==> src/design/ytp_pkg.sv <==
// Shared types and constants for the yaw trapezoid profile controller.
// Used by ytp_math, the top level and the port checker.
package ytp_pkg;

    // Operation codes of the shared serial arithmetic unit
    typedef enum logic [1:0] {
        MATH_MUL  = 2'd0,
        MATH_DIV  = 2'd1,
        MATH_SQRT = 2'd2
    } math_op_t;

    // Request from the sequencer to the arithmetic unit
    typedef struct packed {
        logic     start;
        math_op_t op;
    } math_req_t;

    localparam int OPA_W = 48;
    localparam int OPB_W = 24;

    localparam logic [OPB_W-1:0] KP_Q16      = 24'd410139;
    localparam logic [OPB_W-1:0] KV_Q16      = 24'd546852;
    localparam logic [OPB_W-1:0] ACCEL_K     = 24'd960000;
    localparam logic [OPB_W-1:0] BRAKE_K     = 24'd2160000;
    localparam logic [OPB_W-1:0] DIST_DIV    = 24'd2000;
    localparam logic [OPB_W-1:0] MS_PER_S    = 24'd1000;
    localparam logic [10:0]      ACCEL_FULL  = 11'd1200;
    localparam logic [10:0]      BRAKE_FULL  = 11'd1800;
    localparam logic [9:0]       TILT_LIMIT  = 10'd273;
    localparam logic [6:0]       LOCK_MARGIN = 7'd91;
    localparam logic [23:0]      CRUISE_MAX  = 24'd16774215;
    localparam logic [19:0]      TURN_MAX    = 20'd524288;
    localparam logic [16:0]      RATE_MAX    = 17'd65536;
    localparam logic [16:0]      RATE_DFLT   = 17'd8192;
    localparam logic [19:0]      ACC_MAX     = 20'd1048575;

    // Segment codes on the result
    localparam logic [1:0] SEG_ACCEL  = 2'd0;
    localparam logic [1:0] SEG_CRUISE = 2'd1;
    localparam logic [1:0] SEG_BRAKE  = 2'd2;
    localparam logic [1:0] SEG_DONE   = 2'd3;

    // Configuration register indexes
    localparam logic [1:0] REG_TURN_ANGLE = 2'd0;
    localparam logic [1:0] REG_TURN_RATE  = 2'd1;

    // Action codes
    localparam logic ACT_START = 1'b0;
    localparam logic ACT_TICK  = 1'b1;

endpackage

==> src/design/ytp_math.sv <==
// Shared bit-serial arithmetic unit: shift-add multiply, restoring divide,
// two-bits-a-cycle integer square root. Depends on ytp_pkg.
module ytp_math (
    input  logic                      clk,
    input  logic                      rst_n,
    input  ytp_pkg::math_req_t        req,
    input  logic [ytp_pkg::OPA_W-1:0] opa,
    input  logic [ytp_pkg::OPB_W-1:0] opb,
    output logic                      done,
    output logic [ytp_pkg::OPA_W-1:0] result
);

    logic                      busy_reg, busy_next;
    logic                      done_reg, done_next;
    logic [5:0]                cnt_reg, cnt_next;
    ytp_pkg::math_op_t         op_reg, op_next;
    logic [ytp_pkg::OPA_W-1:0] a_reg, a_next;
    logic [ytp_pkg::OPB_W-1:0] b_reg, b_next;
    logic [ytp_pkg::OPA_W-1:0] acc_reg, acc_next;
    logic [25:0]               rem_reg, rem_next;
    logic [25:0]               rem_sh;
    logic [25:0]               trial;

    assign done   = done_reg;
    assign result = (op_reg == ytp_pkg::MATH_DIV) ? a_reg : acc_reg;

    // One bit (or one root digit) per cycle
    always_comb
    begin
        busy_next = busy_reg;
        done_next = 1'b0;
        cnt_next  = cnt_reg;
        op_next   = op_reg;
        a_next    = a_reg;
        b_next    = b_reg;
        acc_next  = acc_reg;
        rem_next  = rem_reg;
        rem_sh    = '0;
        trial     = '0;
        if (req.start)
        begin
            busy_next = 1'b1;
            op_next   = req.op;
            a_next    = opa;
            b_next    = opb;
            acc_next  = '0;
            rem_next  = '0;
            case (req.op)
                ytp_pkg::MATH_MUL:  cnt_next = 6'd24;
                ytp_pkg::MATH_DIV:  cnt_next = 6'd48;
                ytp_pkg::MATH_SQRT: cnt_next = 6'd12;
                default:            cnt_next = 6'd1;
            endcase
        end
        else if (busy_reg)
        begin
            case (op_reg)
                ytp_pkg::MATH_MUL:
                begin
                    if (b_reg[0])
                    begin
                        acc_next = acc_reg + a_reg;
                    end
                    a_next = {a_reg[ytp_pkg::OPA_W-2:0], 1'b0};
                    b_next = {1'b0, b_reg[ytp_pkg::OPB_W-1:1]};
                end
                ytp_pkg::MATH_DIV:
                begin
                    rem_sh = {rem_reg[24:0], a_reg[ytp_pkg::OPA_W-1]};
                    a_next = {a_reg[ytp_pkg::OPA_W-2:0], 1'b0};
                    if (rem_sh >= {2'b00, b_reg})
                    begin
                        rem_next  = rem_sh - {2'b00, b_reg};
                        a_next[0] = 1'b1;
                    end
                    else
                    begin
                        rem_next = rem_sh;
                    end
                end
                ytp_pkg::MATH_SQRT:
                begin
                    rem_sh = {rem_reg[23:0], a_reg[23:22]};
                    a_next = {a_reg[ytp_pkg::OPA_W-1:24], a_reg[21:0], 2'b00};
                    trial  = {acc_reg[23:0], 2'b01};
                    if (rem_sh >= trial)
                    begin
                        rem_next = rem_sh - trial;
                        acc_next = {acc_reg[ytp_pkg::OPA_W-2:0], 1'b1};
                    end
                    else
                    begin
                        rem_next = rem_sh;
                        acc_next = {acc_reg[ytp_pkg::OPA_W-2:0], 1'b0};
                    end
                end
                default:
                begin
                    acc_next = acc_reg;
                end
            endcase
            cnt_next = cnt_reg - 6'd1;
            if (cnt_reg == 6'd1)
            begin
                busy_next = 1'b0;
                done_next = 1'b1;
            end
        end
    end

    always_ff @(posedge clk or negedge rst_n)
    begin
        if (!rst_n)
        begin
            busy_reg <= 1'b0;
            done_reg <= 1'b0;
            cnt_reg  <= '0;
            op_reg   <= ytp_pkg::MATH_MUL;
        end
        else
        begin
            busy_reg <= busy_next;
            done_reg <= done_next;
            cnt_reg  <= cnt_next;
            op_reg   <= op_next;
        end
    end

    always_ff @(posedge clk)
    begin
        a_reg   <= a_next;
        b_reg   <= b_next;
        acc_reg <= acc_next;
        rem_reg <= rem_next;
    end

endmodule

==> src/design/yaw_trapezoid_profile_controller_core.sv <==
// Yaw trapezoid profile controller: start planning, per-tick profile,
// turn accumulation and position hold. Depends on ytp_pkg and ytp_math.
//
// A start plans the turn through a chain of serial multiplies and divides in
// ytp_math, with square roots for short turns; a tick runs a chain of serial
// multiplies and divides there.
// One item at a time; a finished tick shows its result the cycle after it is taken.
// Reset clears the control state and loads the default turn angle and rate; the spin starts out finished.
module yaw_trapezoid_profile_controller_core (
    input  logic          clk,
    input  logic          rst_n,
    // Input items
    input  logic          s_tvalid,
    output logic          s_tready,
    // tdata: elapsed_ms[23:0], yaw_now[39:24], pos_x_mm[63:40],
    //        pos_y_mm[87:64], vel_x_mms[105:88], vel_y_mms[123:106]
    input  logic [127:0]  s_tdata,
    // tuser: action[0]
    input  logic [0:0]    s_tuser,
    // Result items
    output logic          m_tvalid,
    input  logic          m_tready,
    // tdata: yaw_command[15:0], roll_command[25:16], pitch_command[35:26],
    //        turned_so_far[55:36], segment[57:56]
    output logic [63:0]   m_tdata,
    // Configuration writes
    input  logic          cfg_valid,
    output logic          cfg_ready,
    input  logic [1:0]    cfg_index,
    input  logic [20:0]   cfg_data
);

    typedef enum logic [3:0] {
        ST_IDLE  = 4'b0001,
        ST_ISSUE = 4'b0010,
        ST_WAIT  = 4'b0100,
        ST_OUT   = 4'b1000
    } state_t;

    typedef enum logic [4:0] {
        SP_MUL1, SP_DIV1, SP_SQ1, SP_MUL2, SP_DIV2, SP_SQ2,
        SP_MAD, SP_DAD, SP_MBD, SP_DBD, SP_MCR, SP_DCR,
        SP_MDEN, SP_MSQ, SP_MR, SP_DV, SP_MC, SP_DC, SP_FIN,
        SP_H1, SP_H2, SP_H3, SP_H4
    } step_t;

    state_t state_reg, state_next;
    step_t  step_reg, step_next;

    logic signed [20:0] angle_reg, angle_next;
    logic [16:0]        cfg_rate_reg, cfg_rate_next;
    logic [19:0]        size_reg, size_next;
    logic [16:0]        rate_reg, rate_next;
    logic               neg_reg, neg_next;
    logic               fin_reg, fin_next;
    logic [15:0]        start_reg, start_next;
    logic [15:0]        prev_reg, prev_next;
    logic [19:0]        acc_reg, acc_next;
    logic signed [23:0] cx_reg, cx_next;
    logic signed [23:0] cy_reg, cy_next;
    logic [10:0]        accel_reg, accel_next;
    logic [10:0]        brake_reg, brake_next;
    logic [23:0]        cruise_reg, cruise_next;
    logic [19:0]        ad_reg, ad_next;

    logic [23:0]        e_reg, e_next;
    logic [1:0]         seg_reg, seg_next;
    logic               last_reg, last_next;
    logic signed [24:0] ex_reg, ex_next;
    logic signed [24:0] ey_reg, ey_next;
    logic signed [17:0] vx_reg, vx_next;
    logic signed [17:0] vy_reg, vy_next;
    logic [47:0]        x_reg, x_next;
    logic [23:0]        den_reg, den_next;
    logic [19:0]        turned_reg, turned_next;
    logic signed [47:0] pacc_reg, pacc_next;
    logic signed [47:0] racc_reg, racc_next;

    logic               ovalid_reg, ovalid_next;
    logic [15:0]        oyaw_reg, oyaw_next;
    logic signed [9:0]  oroll_reg, oroll_next;
    logic signed [9:0]  opitch_reg, opitch_next;
    logic [19:0]        oturn_reg, oturn_next;
    logic [1:0]         oseg_reg, oseg_next;

    ytp_pkg::math_req_t        mreq;
    logic [ytp_pkg::OPA_W-1:0] opa;
    logic [ytp_pkg::OPB_W-1:0] opb;
    logic                      mdone;
    logic [ytp_pkg::OPA_W-1:0] mres;

    // Input field views
    logic               in_action;
    logic [23:0]        in_elapsed;
    logic [15:0]        in_yaw;
    logic signed [23:0] in_px, in_py;
    logic signed [17:0] in_vx, in_vy;

    // Planning and profile helpers
    logic [20:0]        ang_mag;
    logic [19:0]        a_plan;
    logic [16:0]        r_plan;
    logic               short_turn;
    logic [24:0]        total;
    logic [23:0]        e_sat;
    logic [23:0]        rem_t;
    logic [15:0]        step16;
    logic signed [17:0] delta;
    logic signed [21:0] acc_sum;
    logic [19:0]        acc_upd;
    logic [20:0]        dist_sum;
    logic [47:0]        turned_w;
    logic [19:0]        turned_cap;
    logic               lock_hit;
    logic [24:0]        ex_mag, ey_mag;
    logic [17:0]        vx_mag, vy_mag;
    logic signed [47:0] res_s;
    logic signed [47:0] racc_fin;

    assign in_action  = s_tuser[0];
    assign in_elapsed = s_tdata[23:0];
    assign in_yaw     = s_tdata[39:24];
    assign in_px      = s_tdata[63:40];
    assign in_py      = s_tdata[87:64];
    assign in_vx      = s_tdata[105:88];
    assign in_vy      = s_tdata[123:106];

    assign s_tready  = (state_reg == ST_IDLE);
    assign cfg_ready = 1'b1;
    assign m_tvalid  = ovalid_reg;
    assign m_tdata   = {6'd0, oseg_reg, oturn_reg, opitch_reg, oroll_reg, oyaw_reg};

    ytp_math u_math (
        .clk    (clk),
        .rst_n  (rst_n),
        .req    (mreq),
        .opa    (opa),
        .opb    (opb),
        .done   (mdone),
        .result (mres)
    );

    // Heading reached after a given turn from the start heading
    function automatic logic [15:0] heading_at(input logic [15:0] base,
                                               input logic        neg,
                                               input logic [19:0] turned);
        heading_at = neg ? base - turned[15:0] : base + turned[15:0];
    endfunction

    // Round Q16 to nearest, ties away from zero, and clamp the tilt
    function automatic logic signed [9:0] tilt(input logic signed [47:0] raw);
        logic [47:0] mag;
        logic [47:0] q;
        logic [9:0]  qc;
        mag = raw[47] ? 48'(-raw) : 48'(raw);
        q   = (mag + 48'd32768) >> 16;
        qc  = (q > 48'(ytp_pkg::TILT_LIMIT)) ? ytp_pkg::TILT_LIMIT : q[9:0];
        tilt = raw[47] ? $signed(-qc) : $signed(qc);
    endfunction

    // Latched plan values from configuration
    always_comb
    begin
        ang_mag = angle_reg[20] ? 21'(-angle_reg) : 21'(angle_reg);
        a_plan  = (ang_mag > 21'(ytp_pkg::TURN_MAX)) ? ytp_pkg::TURN_MAX : ang_mag[19:0];
        if (cfg_rate_reg == 17'd0)
        begin
            r_plan = ytp_pkg::RATE_DFLT;
        end
        else if (cfg_rate_reg > ytp_pkg::RATE_MAX)
        begin
            r_plan = ytp_pkg::RATE_MAX;
        end
        else
        begin
            r_plan = cfg_rate_reg;
        end
        short_turn = ({1'b0, a_plan, 1'b0} < (22'(r_plan) + {4'd0, r_plan, 1'b0}));
    end

    // Profile timing and turn accumulation views
    always_comb
    begin
        total   = 25'(accel_reg) + 25'(brake_reg) + 25'(cruise_reg);
        e_sat   = (25'(in_elapsed) > total) ? total[23:0] : in_elapsed;
        rem_t   = 24'(total - 25'(e_reg));
        step16  = in_yaw - prev_reg;
        delta   = neg_reg ? -18'($signed(step16)) : 18'($signed(step16));
        acc_sum = $signed({2'b00, acc_reg}) + 22'(delta);
        if (acc_sum < 0)
        begin
            acc_upd = '0;
        end
        else if (acc_sum > $signed({2'b00, ytp_pkg::ACC_MAX}))
        begin
            acc_upd = ytp_pkg::ACC_MAX;
        end
        else
        begin
            acc_upd = acc_sum[19:0];
        end
        dist_sum = 21'(ad_reg) + 21'(mres[19:0]);
        if (seg_reg == ytp_pkg::SEG_BRAKE)
        begin
            turned_w = (x_reg < 48'(size_reg)) ? 48'(size_reg) - x_reg : 48'd0;
        end
        else
        begin
            turned_w = x_reg;
        end
        turned_cap = (turned_w > 48'(size_reg)) ? size_reg : turned_w[19:0];
        lock_hit   = (seg_reg == ytp_pkg::SEG_BRAKE)
                     && ((21'(acc_reg) + 21'(ytp_pkg::LOCK_MARGIN)) >= 21'(size_reg));
        ex_mag  = ex_reg[24] ? 25'(-ex_reg) : 25'(ex_reg);
        ey_mag  = ey_reg[24] ? 25'(-ey_reg) : 25'(ey_reg);
        vx_mag  = vx_reg[17] ? 18'(-vx_reg) : 18'(vx_reg);
        vy_mag  = vy_reg[17] ? 18'(-vy_reg) : 18'(vy_reg);
        res_s   = $signed(mres);
        racc_fin = racc_reg + (vy_reg[17] ? -res_s : res_s);
    end

    // Operand select for the serial unit
    always_comb
    begin
        opa = x_reg;
        opb = 24'(rate_reg);
        case (step_reg)
            SP_MUL1: begin opa = 48'(size_reg);  opb = ytp_pkg::ACCEL_K; end
            SP_MUL2: begin opa = 48'(size_reg);  opb = ytp_pkg::BRAKE_K; end
            SP_MAD:  begin opa = 48'(rate_reg);  opb = 24'(accel_reg); end
            SP_MBD:  begin opa = 48'(rate_reg);  opb = 24'(brake_reg); end
            SP_DAD:  begin opa = x_reg;          opb = ytp_pkg::DIST_DIV; end
            SP_DBD:  begin opa = x_reg;          opb = ytp_pkg::DIST_DIV; end
            SP_MCR:  begin opa = x_reg;          opb = ytp_pkg::MS_PER_S; end
            SP_MDEN:
            begin
                opa = (seg_reg == ytp_pkg::SEG_ACCEL) ? 48'(accel_reg) : 48'(brake_reg);
                opb = ytp_pkg::DIST_DIV;
            end
            SP_MSQ:
            begin
                opa = (seg_reg == ytp_pkg::SEG_ACCEL) ? 48'(e_reg) : 48'(rem_t);
                opb = (seg_reg == ytp_pkg::SEG_ACCEL) ? e_reg : rem_t;
            end
            SP_DV:   begin opa = x_reg;          opb = den_reg; end
            SP_MC:   begin opa = 48'(e_reg - 24'(accel_reg)); opb = 24'(rate_reg); end
            SP_DC:   begin opa = x_reg;          opb = ytp_pkg::MS_PER_S; end
            SP_H1:   begin opa = 48'(ex_mag);    opb = ytp_pkg::KP_Q16; end
            SP_H2:   begin opa = 48'(vx_mag);    opb = ytp_pkg::KV_Q16; end
            SP_H3:   begin opa = 48'(ey_mag);    opb = ytp_pkg::KP_Q16; end
            SP_H4:   begin opa = 48'(vy_mag);    opb = ytp_pkg::KV_Q16; end
            default: begin opa = x_reg;          opb = 24'(rate_reg); end
        endcase
    end

    // Sequencer
    always_comb
    begin
        state_next    = state_reg;
        step_next     = step_reg;
        angle_next    = angle_reg;
        cfg_rate_next = cfg_rate_reg;
        size_next     = size_reg;
        rate_next     = rate_reg;
        neg_next      = neg_reg;
        fin_next      = fin_reg;
        start_next    = start_reg;
        prev_next     = prev_reg;
        acc_next      = acc_reg;
        cx_next       = cx_reg;
        cy_next       = cy_reg;
        accel_next    = accel_reg;
        brake_next    = brake_reg;
        cruise_next   = cruise_reg;
        ad_next       = ad_reg;
        e_next        = e_reg;
        seg_next      = seg_reg;
        last_next     = last_reg;
        ex_next       = ex_reg;
        ey_next       = ey_reg;
        vx_next       = vx_reg;
        vy_next       = vy_reg;
        x_next        = x_reg;
        den_next      = den_reg;
        turned_next   = turned_reg;
        pacc_next     = pacc_reg;
        racc_next     = racc_reg;
        ovalid_next   = ovalid_reg;
        oyaw_next     = oyaw_reg;
        oroll_next    = oroll_reg;
        opitch_next   = opitch_reg;
        oturn_next    = oturn_reg;
        oseg_next     = oseg_reg;
        mreq.start    = 1'b0;
        mreq.op       = ytp_pkg::MATH_MUL;

        // Take configuration writes
        if (cfg_valid && cfg_ready)
        begin
            if (cfg_index == ytp_pkg::REG_TURN_ANGLE)
            begin
                angle_next = $signed(cfg_data);
            end
            else if (cfg_index == ytp_pkg::REG_TURN_RATE)
            begin
                cfg_rate_next = cfg_data[16:0];
            end
        end

        case (state_reg)
            ST_IDLE:
            begin
                if (s_tvalid)
                begin
                    if (in_action == ytp_pkg::ACT_START)
                    begin
                        // Latch references and plan the turn
                        size_next  = a_plan;
                        rate_next  = r_plan;
                        neg_next   = angle_reg[20];
                        start_next = in_yaw;
                        prev_next  = in_yaw;
                        acc_next   = '0;
                        cx_next    = in_px;
                        cy_next    = in_py;
                        fin_next   = (a_plan == 20'd0);
                        if (short_turn)
                        begin
                            step_next = SP_MUL1;
                        end
                        else
                        begin
                            accel_next = ytp_pkg::ACCEL_FULL;
                            brake_next = ytp_pkg::BRAKE_FULL;
                            step_next  = SP_MAD;
                        end
                        state_next = ST_ISSUE;
                    end
                    else if (fin_reg)
                    begin
                        oyaw_next   = heading_at(start_reg, neg_reg, size_reg);
                        oroll_next  = '0;
                        opitch_next = '0;
                        oturn_next  = acc_reg;
                        oseg_next   = ytp_pkg::SEG_DONE;
                        ovalid_next = 1'b1;
                        state_next  = ST_OUT;
                    end
                    else
                    begin
                        acc_next  = acc_upd;
                        prev_next = in_yaw;
                        e_next    = e_sat;
                        last_next = (25'(e_sat) >= total);
                        ex_next   = 25'(cx_reg) - 25'(in_px);
                        ey_next   = 25'(cy_reg) - 25'(in_py);
                        vx_next   = in_vx;
                        vy_next   = in_vy;
                        x_next    = '0;
                        if (e_sat <= 24'(accel_reg))
                        begin
                            seg_next  = ytp_pkg::SEG_ACCEL;
                            step_next = (accel_reg == 11'd0) ? SP_FIN : SP_MDEN;
                        end
                        else if (25'(e_sat) <= 25'(accel_reg) + 25'(cruise_reg))
                        begin
                            seg_next  = ytp_pkg::SEG_CRUISE;
                            step_next = SP_MC;
                        end
                        else
                        begin
                            seg_next  = ytp_pkg::SEG_BRAKE;
                            step_next = (brake_reg == 11'd0) ? SP_FIN : SP_MDEN;
                        end
                        state_next = ST_ISSUE;
                    end
                end
            end
            ST_ISSUE:
            begin
                if (step_reg == SP_FIN)
                begin
                    // Settle the commanded turn and check for lock
                    if (lock_hit)
                    begin
                        fin_next    = 1'b1;
                        oyaw_next   = heading_at(start_reg, neg_reg, size_reg);
                        oroll_next  = '0;
                        opitch_next = '0;
                        oturn_next  = acc_reg;
                        oseg_next   = ytp_pkg::SEG_DONE;
                        ovalid_next = 1'b1;
                        state_next  = ST_OUT;
                    end
                    else
                    begin
                        turned_next = turned_cap;
                        step_next   = SP_H1;
                    end
                end
                else
                begin
                    mreq.start = 1'b1;
                    case (step_reg)
                        SP_DIV1, SP_DIV2, SP_DAD, SP_DBD, SP_DCR, SP_DV, SP_DC:
                            mreq.op = ytp_pkg::MATH_DIV;
                        SP_SQ1, SP_SQ2:
                            mreq.op = ytp_pkg::MATH_SQRT;
                        default:
                            mreq.op = ytp_pkg::MATH_MUL;
                    endcase
                    state_next = ST_WAIT;
                end
            end
            ST_WAIT:
            begin
                if (mdone)
                begin
                    state_next = ST_ISSUE;
                    x_next     = mres;
                    case (step_reg)
                        SP_MUL1: step_next = SP_DIV1;
                        SP_DIV1: step_next = SP_SQ1;
                        SP_SQ1:
                        begin
                            accel_next = mres[10:0];
                            step_next  = SP_MUL2;
                        end
                        SP_MUL2: step_next = SP_DIV2;
                        SP_DIV2: step_next = SP_SQ2;
                        SP_SQ2:
                        begin
                            brake_next = mres[10:0];
                            step_next  = SP_MAD;
                        end
                        SP_MAD:  step_next = SP_DAD;
                        SP_DAD:
                        begin
                            ad_next   = mres[19:0];
                            step_next = SP_MBD;
                        end
                        SP_MBD:  step_next = SP_DBD;
                        SP_DBD:
                        begin
                            x_next    = (21'(size_reg) > dist_sum)
                                        ? 48'(21'(size_reg) - dist_sum) : 48'd0;
                            step_next = SP_MCR;
                        end
                        SP_MCR:  step_next = SP_DCR;
                        SP_DCR:
                        begin
                            cruise_next = (mres > 48'(ytp_pkg::CRUISE_MAX))
                                          ? ytp_pkg::CRUISE_MAX : mres[23:0];
                            state_next  = ST_IDLE;
                        end
                        SP_MDEN:
                        begin
                            den_next  = mres[23:0];
                            step_next = SP_MSQ;
                        end
                        SP_MSQ:  step_next = SP_MR;
                        SP_MR:   step_next = SP_DV;
                        SP_DV:   step_next = SP_FIN;
                        SP_MC:   step_next = SP_DC;
                        SP_DC:
                        begin
                            x_next    = 48'(ad_reg) + mres;
                            step_next = SP_FIN;
                        end
                        SP_H1:
                        begin
                            pacc_next = ex_reg[24] ? -res_s : res_s;
                            step_next = SP_H2;
                        end
                        SP_H2:
                        begin
                            pacc_next = pacc_reg - (vx_reg[17] ? -res_s : res_s);
                            step_next = SP_H3;
                        end
                        SP_H3:
                        begin
                            racc_next = ey_reg[24] ? res_s : -res_s;
                            step_next = SP_H4;
                        end
                        SP_H4:
                        begin
                            racc_next   = racc_fin;
                            oyaw_next   = heading_at(start_reg, neg_reg, turned_reg);
                            oroll_next  = tilt(racc_fin);
                            opitch_next = tilt(pacc_reg);
                            oturn_next  = acc_reg;
                            oseg_next   = seg_reg;
                            ovalid_next = 1'b1;
                            fin_next    = last_reg;
                            state_next  = ST_OUT;
                        end
                        default: state_next = ST_IDLE;
                    endcase
                end
            end
            ST_OUT:
            begin
                // Hold the result until taken
                if (m_tready)
                begin
                    ovalid_next = 1'b0;
                    state_next  = ST_IDLE;
                end
            end
            default:
            begin
                state_next = ST_IDLE;
            end
        endcase
    end

    always_ff @(posedge clk or negedge rst_n)
    begin
        if (!rst_n)
        begin
            state_reg    <= ST_IDLE;
            step_reg     <= SP_MUL1;
            angle_reg    <= 21'sd65536;
            cfg_rate_reg <= ytp_pkg::RATE_DFLT;
            size_reg     <= '0;
            rate_reg     <= ytp_pkg::RATE_DFLT;
            neg_reg      <= 1'b0;
            fin_reg      <= 1'b1;
            start_reg    <= '0;
            prev_reg     <= '0;
            acc_reg      <= '0;
            cx_reg       <= '0;
            cy_reg       <= '0;
            accel_reg    <= '0;
            brake_reg    <= '0;
            cruise_reg   <= '0;
            ad_reg       <= '0;
            ovalid_reg   <= 1'b0;
        end
        else
        begin
            state_reg    <= state_next;
            step_reg     <= step_next;
            angle_reg    <= angle_next;
            cfg_rate_reg <= cfg_rate_next;
            size_reg     <= size_next;
            rate_reg     <= rate_next;
            neg_reg      <= neg_next;
            fin_reg      <= fin_next;
            start_reg    <= start_next;
            prev_reg     <= prev_next;
            acc_reg      <= acc_next;
            cx_reg       <= cx_next;
            cy_reg       <= cy_next;
            accel_reg    <= accel_next;
            brake_reg    <= brake_next;
            cruise_reg   <= cruise_next;
            ad_reg       <= ad_next;
            ovalid_reg   <= ovalid_next;
        end
    end

    // Working and result payload
    always_ff @(posedge clk)
    begin
        e_reg      <= e_next;
        seg_reg    <= seg_next;
        last_reg   <= last_next;
        ex_reg     <= ex_next;
        ey_reg     <= ey_next;
        vx_reg     <= vx_next;
        vy_reg     <= vy_next;
        x_reg      <= x_next;
        den_reg    <= den_next;
        turned_reg <= turned_next;
        pacc_reg   <= pacc_next;
        racc_reg   <= racc_next;
        oyaw_reg   <= oyaw_next;
        oroll_reg  <= oroll_next;
        opitch_reg <= opitch_next;
        oturn_reg  <= oturn_next;
        oseg_reg   <= oseg_next;
    end

endmodule

==> config.mk <==
export PLATFORM = sky130hd
export DESIGN_NAME = yaw_trapezoid_profile_controller_core
export DESIGN_NICKNAME = d
export VERILOG_FILES = /design/src/design/ytp_pkg.sv /design/src/design/ytp_math.sv /design/src/design/yaw_trapezoid_profile_controller_core.sv
export SDC_FILE = /design/constraint.sdc
export NUM_CORES = 2
export LEC_CHECK = 0
export BUFFER_PORTS_ARGS = -buffer_cell sky130_fd_sc_hd__buf_2
export CAP_MARGIN = 20
export CELL_PAD_IN_SITES_DETAIL_PLACEMENT = 0
export CELL_PAD_IN_SITES_GLOBAL_PLACEMENT = 1
export CORE_MARGIN = 5
export CORE_UTILIZATION = 45
export CTS_CLUSTER_SIZE = 30
export DETAILED_ROUTE_END_ITERATION = 10
export PLACE_DENSITY = 0.76
export SETUP_SLACK_MARGIN = 0.05
export SLEW_MARGIN = 40
export SYNTH_ARGS = -nofsm -noshare
export SYNTH_HDL_FRONTEND = slang
export SYNTH_SLANG_ARGS = --single-unit
export TNS_END_PERCENT = 1
==> constraint.sdc <==
create_clock -name clk -period 11.46 [get_ports clk]
set_clock_uncertainty 0.1 [all_clocks]
set_input_delay 1.146 -clock clk [delete_from_list [all_inputs] [get_ports clk]]
set_output_delay 1.146 -clock clk [all_outputs]
set_load 0.05 [all_outputs]
# After elaboration in Yosys (flattened, before gate mapping)
# Memories as Yosys holds them, arrays and structs flattened.
# Index checks and enable logic that the tools add are counted.
word_totals:
  reg_bits: 763
  romBits: 64
  in_bits: 157
  out_inout_bits: 67
  word_cells: 366
  memories: 1
mem_list:
  columns: ["memory", "depth", "width", "read_ports", "rd_ports_with_merged_regs", "wr", "line_no", "source"]
  rows:
  - ["(no name shown)", 32, 2, 1, 0, 0, "yaw_trapezoid_profile_controller_core.sv:404", "case (step_reg)"]
op_classes:
  add_sub_neg: 38
  magnitude_cmp: 18
  eq_ne: 53
  n_mux: 155
  n_bitwise: 4
  reduce_logical: 53
ops:
  columns: ["cell", "n"]
  rows:
  - ["$mux 48", 17]
  - ["$pmux 48 s2", 5]
  - ["$pmux 48 s9", 1]
  - ["$mux 20", 12]
  - ["$pmux 24 s10", 1]
  - ["$mux 16", 12]
  - ["$mux 24", 7]
  - ["$neg 48->48", 3]
  - ["$pmux 48 s3", 1]
  - ["$mux 10", 13]
  - ["$mux 11", 11]
  - ["$mux 25", 4]
  - ["$add 48x16->48 const B", 2]
  - ["$add 48x48->48", 2]
  - ["$pmux 5 s19", 1]
  - ["$gt 32x9->1 const B", 2]
  - ["$pmux 10 s3", 2]
  - ["$pmux 20 s3", 1]
  - ["$mux 18", 3]
  - ["$mux 5", 10]
  - ["$neg 25->25", 2]
  - ["$pmux 25 s2", 1]
  - ["$sub 24x24->25", 2]
  - ["$add 20x48->48", 1]
  - ["other kinds (90)", 205]

# Depth between registers and ports, before layout
logic_depth:
  depth_word: 15
  mapped_depth: 57
  depth_no_buf: 47

# Hierarchy
# From an unflattened synthesis, not the netlist that was laid out.
unflattened:
  hier_cells: 8560
  hier_area_um2: 70503.9
modules_own_cells:
  columns: ["mod", "instances", "cells_per_inst", "area_per_inst_um2", "seq_area_each_um2"]
  rows:
  - ["yaw_trapezoid_profile_controller_core", 1, 6916, 57485.1, 16997.6]
  - ["ytp_math", 1, 1644, 13018.7, 3873.7]

# Worst setup path before layout
# OpenSTA, ideal clock, no wires.
synth_timing:
  path_kind: "reg2reg"
  startpoint: "reg u_math.op_reg[1]"
  endpoint: "reg oroll_reg[6] (data pin)"
  setup_time_ns: 0.145
  arrival_time_ns: 11.433
  required_ns: 11.215
  path_slack_ns: -0.218
  stages_incl_launch_ff: 54
  path_buffers: 10
  period_less_slack_ns: 11.678
  cell_sequence: "dfrtp_1 -> inv_1 -> ha_1 -> buf_6 -> buf_6 -> buf_8 -> buf_2 -> buf_1 -> clkbuf_1 -> o21a_1 -> ha_1 -> nand2_1 -> nor2_1 -> and3_1 -> and3_1 -> nand2_1 -> nor2_1 -> nand3_1 -> (+18 left out) -> inv_1 -> or4_1 -> or3_1 -> nor4_2 -> a2bb2oi_4 -> nand4_1 -> nor4_1 -> nor2_1 -> a2111oi_2 -> and4_1 -> nand4b_4 -> buf_6 -> nor2_1 -> ha_1 -> nand3_1 -> or4_1 -> o31a_1 -> o21ai_1"
synth_between:
  elab_chain_len: 15
synth_lines:
  columns: ["item", "line_no", "source"]
  rows:
  - ["from (decl)", "ytp_math.sv:16", "ytp_pkg::math_op_t op_reg, op_next;"]
  - ["from (signal assigned)", "ytp_math.sv:118", "op_reg <= ytp_pkg::MATH_MUL;"]
  - ["from (signal assigned)", "ytp_math.sv:125", "op_reg <= op_next;"]
  - ["$eq 2x1->1 *", "ytp_math.sv:25", "assign result = (op_reg == ytp_pkg::MATH_DIV) ? a_reg : acc_reg;"]
  - ["$mux 48 *", "ytp_math.sv:25", null]
  - ["$neg 48->48", "yaw_trapezoid_profile_controller_core.sv:219", "racc_fin = racc_reg + (vy_reg[17] ? -res_s : res_s);"]
  - ["$mux 48 *", "yaw_trapezoid_profile_controller_core.sv:219", null]
  - ["$add 48x48->48 *", "yaw_trapezoid_profile_controller_core.sv:219", null]
  - ["$neg 48->48", "yaw_trapezoid_profile_controller_core.sv:155", "mag = raw[47] ? 48'(-raw) : 48'(raw);"]
  - ["$mux 48", "yaw_trapezoid_profile_controller_core.sv:155", null]
  - ["$add 48x16->48", "yaw_trapezoid_profile_controller_core.sv:156", "q = (mag + 48'd32768) >> 16;"]
  - ["$gt 32x9->1", "yaw_trapezoid_profile_controller_core.sv:157", "qc = (q > 48'(ytp_pkg::TILT_LIMIT)) ? ytp_pkg::TILT_LIMIT : q[9:0];"]
  - ["$mux 10", "yaw_trapezoid_profile_controller_core.sv:157", null]
  - ["$neg 10->10", "yaw_trapezoid_profile_controller_core.sv:158", "tilt = raw[47] ? $signed(-qc) : $signed(qc);"]
  - ["$mux 10 *", "yaw_trapezoid_profile_controller_core.sv:158", null]
  - ["$mux 10 *", "yaw_trapezoid_profile_controller_core.sv:421", "case (step_reg)"]
  - ["$mux 10 *", "yaw_trapezoid_profile_controller_core.sv:417", "if (mdone)"]
  - ["$pmux 10 s3 *", "yaw_trapezoid_profile_controller_core.sv:310", "case (state_reg)"]
  - ["to (signal assigned)", "yaw_trapezoid_profile_controller_core.sv:579", "oroll_reg <= oroll_next;"]
  - ["to (decl)", "yaw_trapezoid_profile_controller_core.sv:81", "logic signed [9:0] oroll_reg, oroll_next;"]
# Every way passes the cells marked *; elsewhere a longest branch is shown, timed or not. The select of a mux whose other input is x is not followed.
# A chain may end at the register's enable or synchronous reset.

# Final worst setup path
layout_timing:
  startpoint: "reg u_math.op_reg[1]"
  endpoint: "reg oroll_reg[6] (data pin)"
layout_between:
  elab_chain_len: 15
layout_lines:
  columns: ["item", "line_no", "source"]
  rows:
  - ["$eq 2x1->1 *", "ytp_math.sv:25", null]
  - ["$mux 48 *", "ytp_math.sv:25", null]
  - ["named net mres, one bit", "yaw_trapezoid_profile_controller_core.sv:90", "logic [ytp_pkg::OPA_W-1:0] mres;"]
  - ["$neg 48->48", "yaw_trapezoid_profile_controller_core.sv:219", null]
  - ["$mux 48 *", "yaw_trapezoid_profile_controller_core.sv:219", null]
  - ["$add 48x48->48 *", "yaw_trapezoid_profile_controller_core.sv:219", null]
  - ["$neg 48->48", "yaw_trapezoid_profile_controller_core.sv:155", null]
  - ["$mux 48", "yaw_trapezoid_profile_controller_core.sv:155", null]
  - ["$add 48x16->48", "yaw_trapezoid_profile_controller_core.sv:156", null]
  - ["$gt 32x9->1", "yaw_trapezoid_profile_controller_core.sv:157", null]
  - ["$mux 10", "yaw_trapezoid_profile_controller_core.sv:157", null]
  - ["$neg 10->10", "yaw_trapezoid_profile_controller_core.sv:158", null]
  - ["$mux 10 *", "yaw_trapezoid_profile_controller_core.sv:158", null]
  - ["$mux 10 *", "yaw_trapezoid_profile_controller_core.sv:421", null]
  - ["$mux 10 *", "yaw_trapezoid_profile_controller_core.sv:417", null]
  - ["$pmux 10 s3 *", "yaw_trapezoid_profile_controller_core.sv:310", null]
# The timed path passes the listed nets; every way through them passes the cells marked *. The select of a mux whose other input is x is not followed.

==> out/qor.yml <==
outcome: "complete, no violations"
dr.pass1.iters: 6
synthTopCellsByCount: "nand2_1, nor2_1, a21oi_1, o21ai_0, ha_1"
cts_buffers: 95
start_kind: "flip-flop"
yosysWarnings: 0
synth_top_area_share_pct: 18.4
slew_violations: 0
die_y_um: 404
htree_num_levels: 3
synth_edf_count: 427
worstHoldPathType: "primary input to asynchronous set/reset pin"
drt_iter0_markers: 5823
synth_most_common_cell: "nand2_1"
ios: 224
dieArea_mm2: 0.163
ys_top_cells_by_area: "edfxtp_1, ha_1, dfrtp_1"
drc_errors: 0
fin_cells: 10700
tightest_slew_ns: 0.911
rows: 144
crit_required_ns: 11.95
setup_viol: 0
nNetsFinal: 9297
crit_path_frequent_cell: "nand2_1"
synth_cell_types: 131
crit_type: "flip-flop to flip-flop"
ys_seq_area_share_pct: 29.9
start_util_pct: 45.3
crit_path_end_kind: "flip-flop"
rsz0062_at_grt: "false"
critPathTopFamily: "simple AND/OR/NAND/NOR gates"
vias_per_cell: 6.01
synth_area_mm2: 0.0697
hold_viol: 0
ys_seq_elements: 763
slew_headroom_pct: 39.1
grtUsageTotal_pct: 29.1
clock_latency_ns: 0.77
cts_tree: "done"
slowest_stage: "or4_1"
slowest_delay_ns: 0.58
fmax_mhz: 94.2
post_drt_wl_per_cell_um: 23.2
via_count: 64100
core_mm2: 0.154
gp_congestion: 0.982
grt_pass1_wl_um: 372000
syn_area_per_cell_um2: 8.29
grt_max_degree: 103
cts_root_buf: "clkbuf_16"
tns_ns: 0
clk_pin_slew_worst_paths_ns: 0.06
post-place-cells: 10500
clock-sinks: 763
crit_buf_inv: 5
antenna_found_initial: 15
cts_buffer_depth: 3
ys_async_sr_fraction_pct: 34.5
routed_wl_um: 247000
max_cap_violations: 0
layout-drive-gt1-share_pct: 10.3
ant_nets: 0
arrival_ns: 11.11
synthCells: 8416
ys.flop_type: "edfxtp_1"
globalRouteOverflowTotal: 0
portBuffers: 212
post-route-min-period_ns: 10.62
post-route-period-util_pct: 92.7
die_width_um: 404
yosys.area.top_type: "edfxtp_1"
grt_pass1_vias: 60700
area_delta_synth_final_pct: 10.4
critPathMaxFanout: 15
dpl.hpwl_um: 192000
-- cells in the final DEF, fill, tap and decap left out, drive strengths merged, types with 102 or more instances in the layout --
cell / n
edfxtp: 427
nand2: 920
a21oi: 645
a21o: 118
xor2: 251
nand2b: 102
dfrtp: 258
nor2b: 103
or3: 102
nor2: 706
nand3: 193
mux2: 128
nor3: 207
inv: 507
clkbuf: 121
xnor2: 468
nand4: 110
ha: 586
o21ai: 637
a211oi: 108
buf: 401
-- worst paths after layout --
check	from	endpoint	slack [ns]	depth (start not counted)
min in group clk	u_math.rem_reg[24]	u_math.rem_reg[24]	0.38	2
max reg2reg	u_math.op_reg[1]	oroll_reg[6]	0.84	46
min	rst_n	prev_reg[8]	0.16	1
max	u_math.op_reg[1]	oroll_reg[6]	0.84	46
max in group asynchronous	rst_n	brake_reg[8]	9.10	4
min reg2reg	u_math.rem_reg[24]	u_math.rem_reg[24]	0.38	2
-- timing repair --
action                     in CTS  in global routing
buffers inserted                0                  5
hold buffers                    0                  0
setup endpoints to repair       0                 10
gates resized for setup         0                 18
-- per-stage QoR --
stage	area [um^2]	utilization, %	worst slack, ns	hold slack, ns
2_1_floorplan	69800	-	0.0548	0.340
3_3_place_gp	73300	47.6	0.471	0.353
3_5_place_dp	73400	47.7	0.261	0.369
4_1_cts	76700	49.8	0.195	0.301
5_1_grt	77000	50.0	0.0153	0.156
6_report	77000	50.0	0.841	0.162
-- layout make-up --
type | count | area (um^2)
fillers | 14800 | 77000
multi-input cells | 6757 | 45800
flip-flops and latches | 763 | 20900
repair buffers | 401 | 2590
clock buffers | 121 | 2570
well taps | 2044 | 2560
inverters | 508 | 1910
clock inverters | 56 | 747
diodes | 5 | 12.5
-- kinds of logic after synthesis --
kind of cell / after synthesis / share of synthesized area, %
AO/OA/AOI/OAI: 2376 / 21.7
adder cells (fa/ha/maj): 614 / 11.3
XOR/XNOR: 719 / 9.05
flip-flops: 763 / 29.9
other: 2 / 0.0108
AND/OR/NAND/NOR: 2823 / 19.4
buffers and inverters: 901 / 5.03
multiplexers: 218 / 3.56
-- worst reg2reg max path, delay by kind of cell, from the launching register on --
kind / cells / cell delay (ns)
and+or+nand+nor: 26 / 5.96
AOI/OAI and AO/OA: 9 / 1.85
adders and majority gates: 4 / 1.03
buffers and inverters: 5 / 0.77
DFF: 1 / 0.38
xor gates and xnor gates: 2 / 0.37
-- layer usage --
metal	wire length [um]	vias up	GRT usage, %
li1	-	30800	-
met1	107000	30600	39.6
met2	110000	2268	46.5
met3	17700	491	4.74
met4	11600	14	11.3
met5	87	-	0
Power is left out: the tool's default activity adds up to more than one toggle a clock period on the data nets, which glitch-free logic cannot reach.
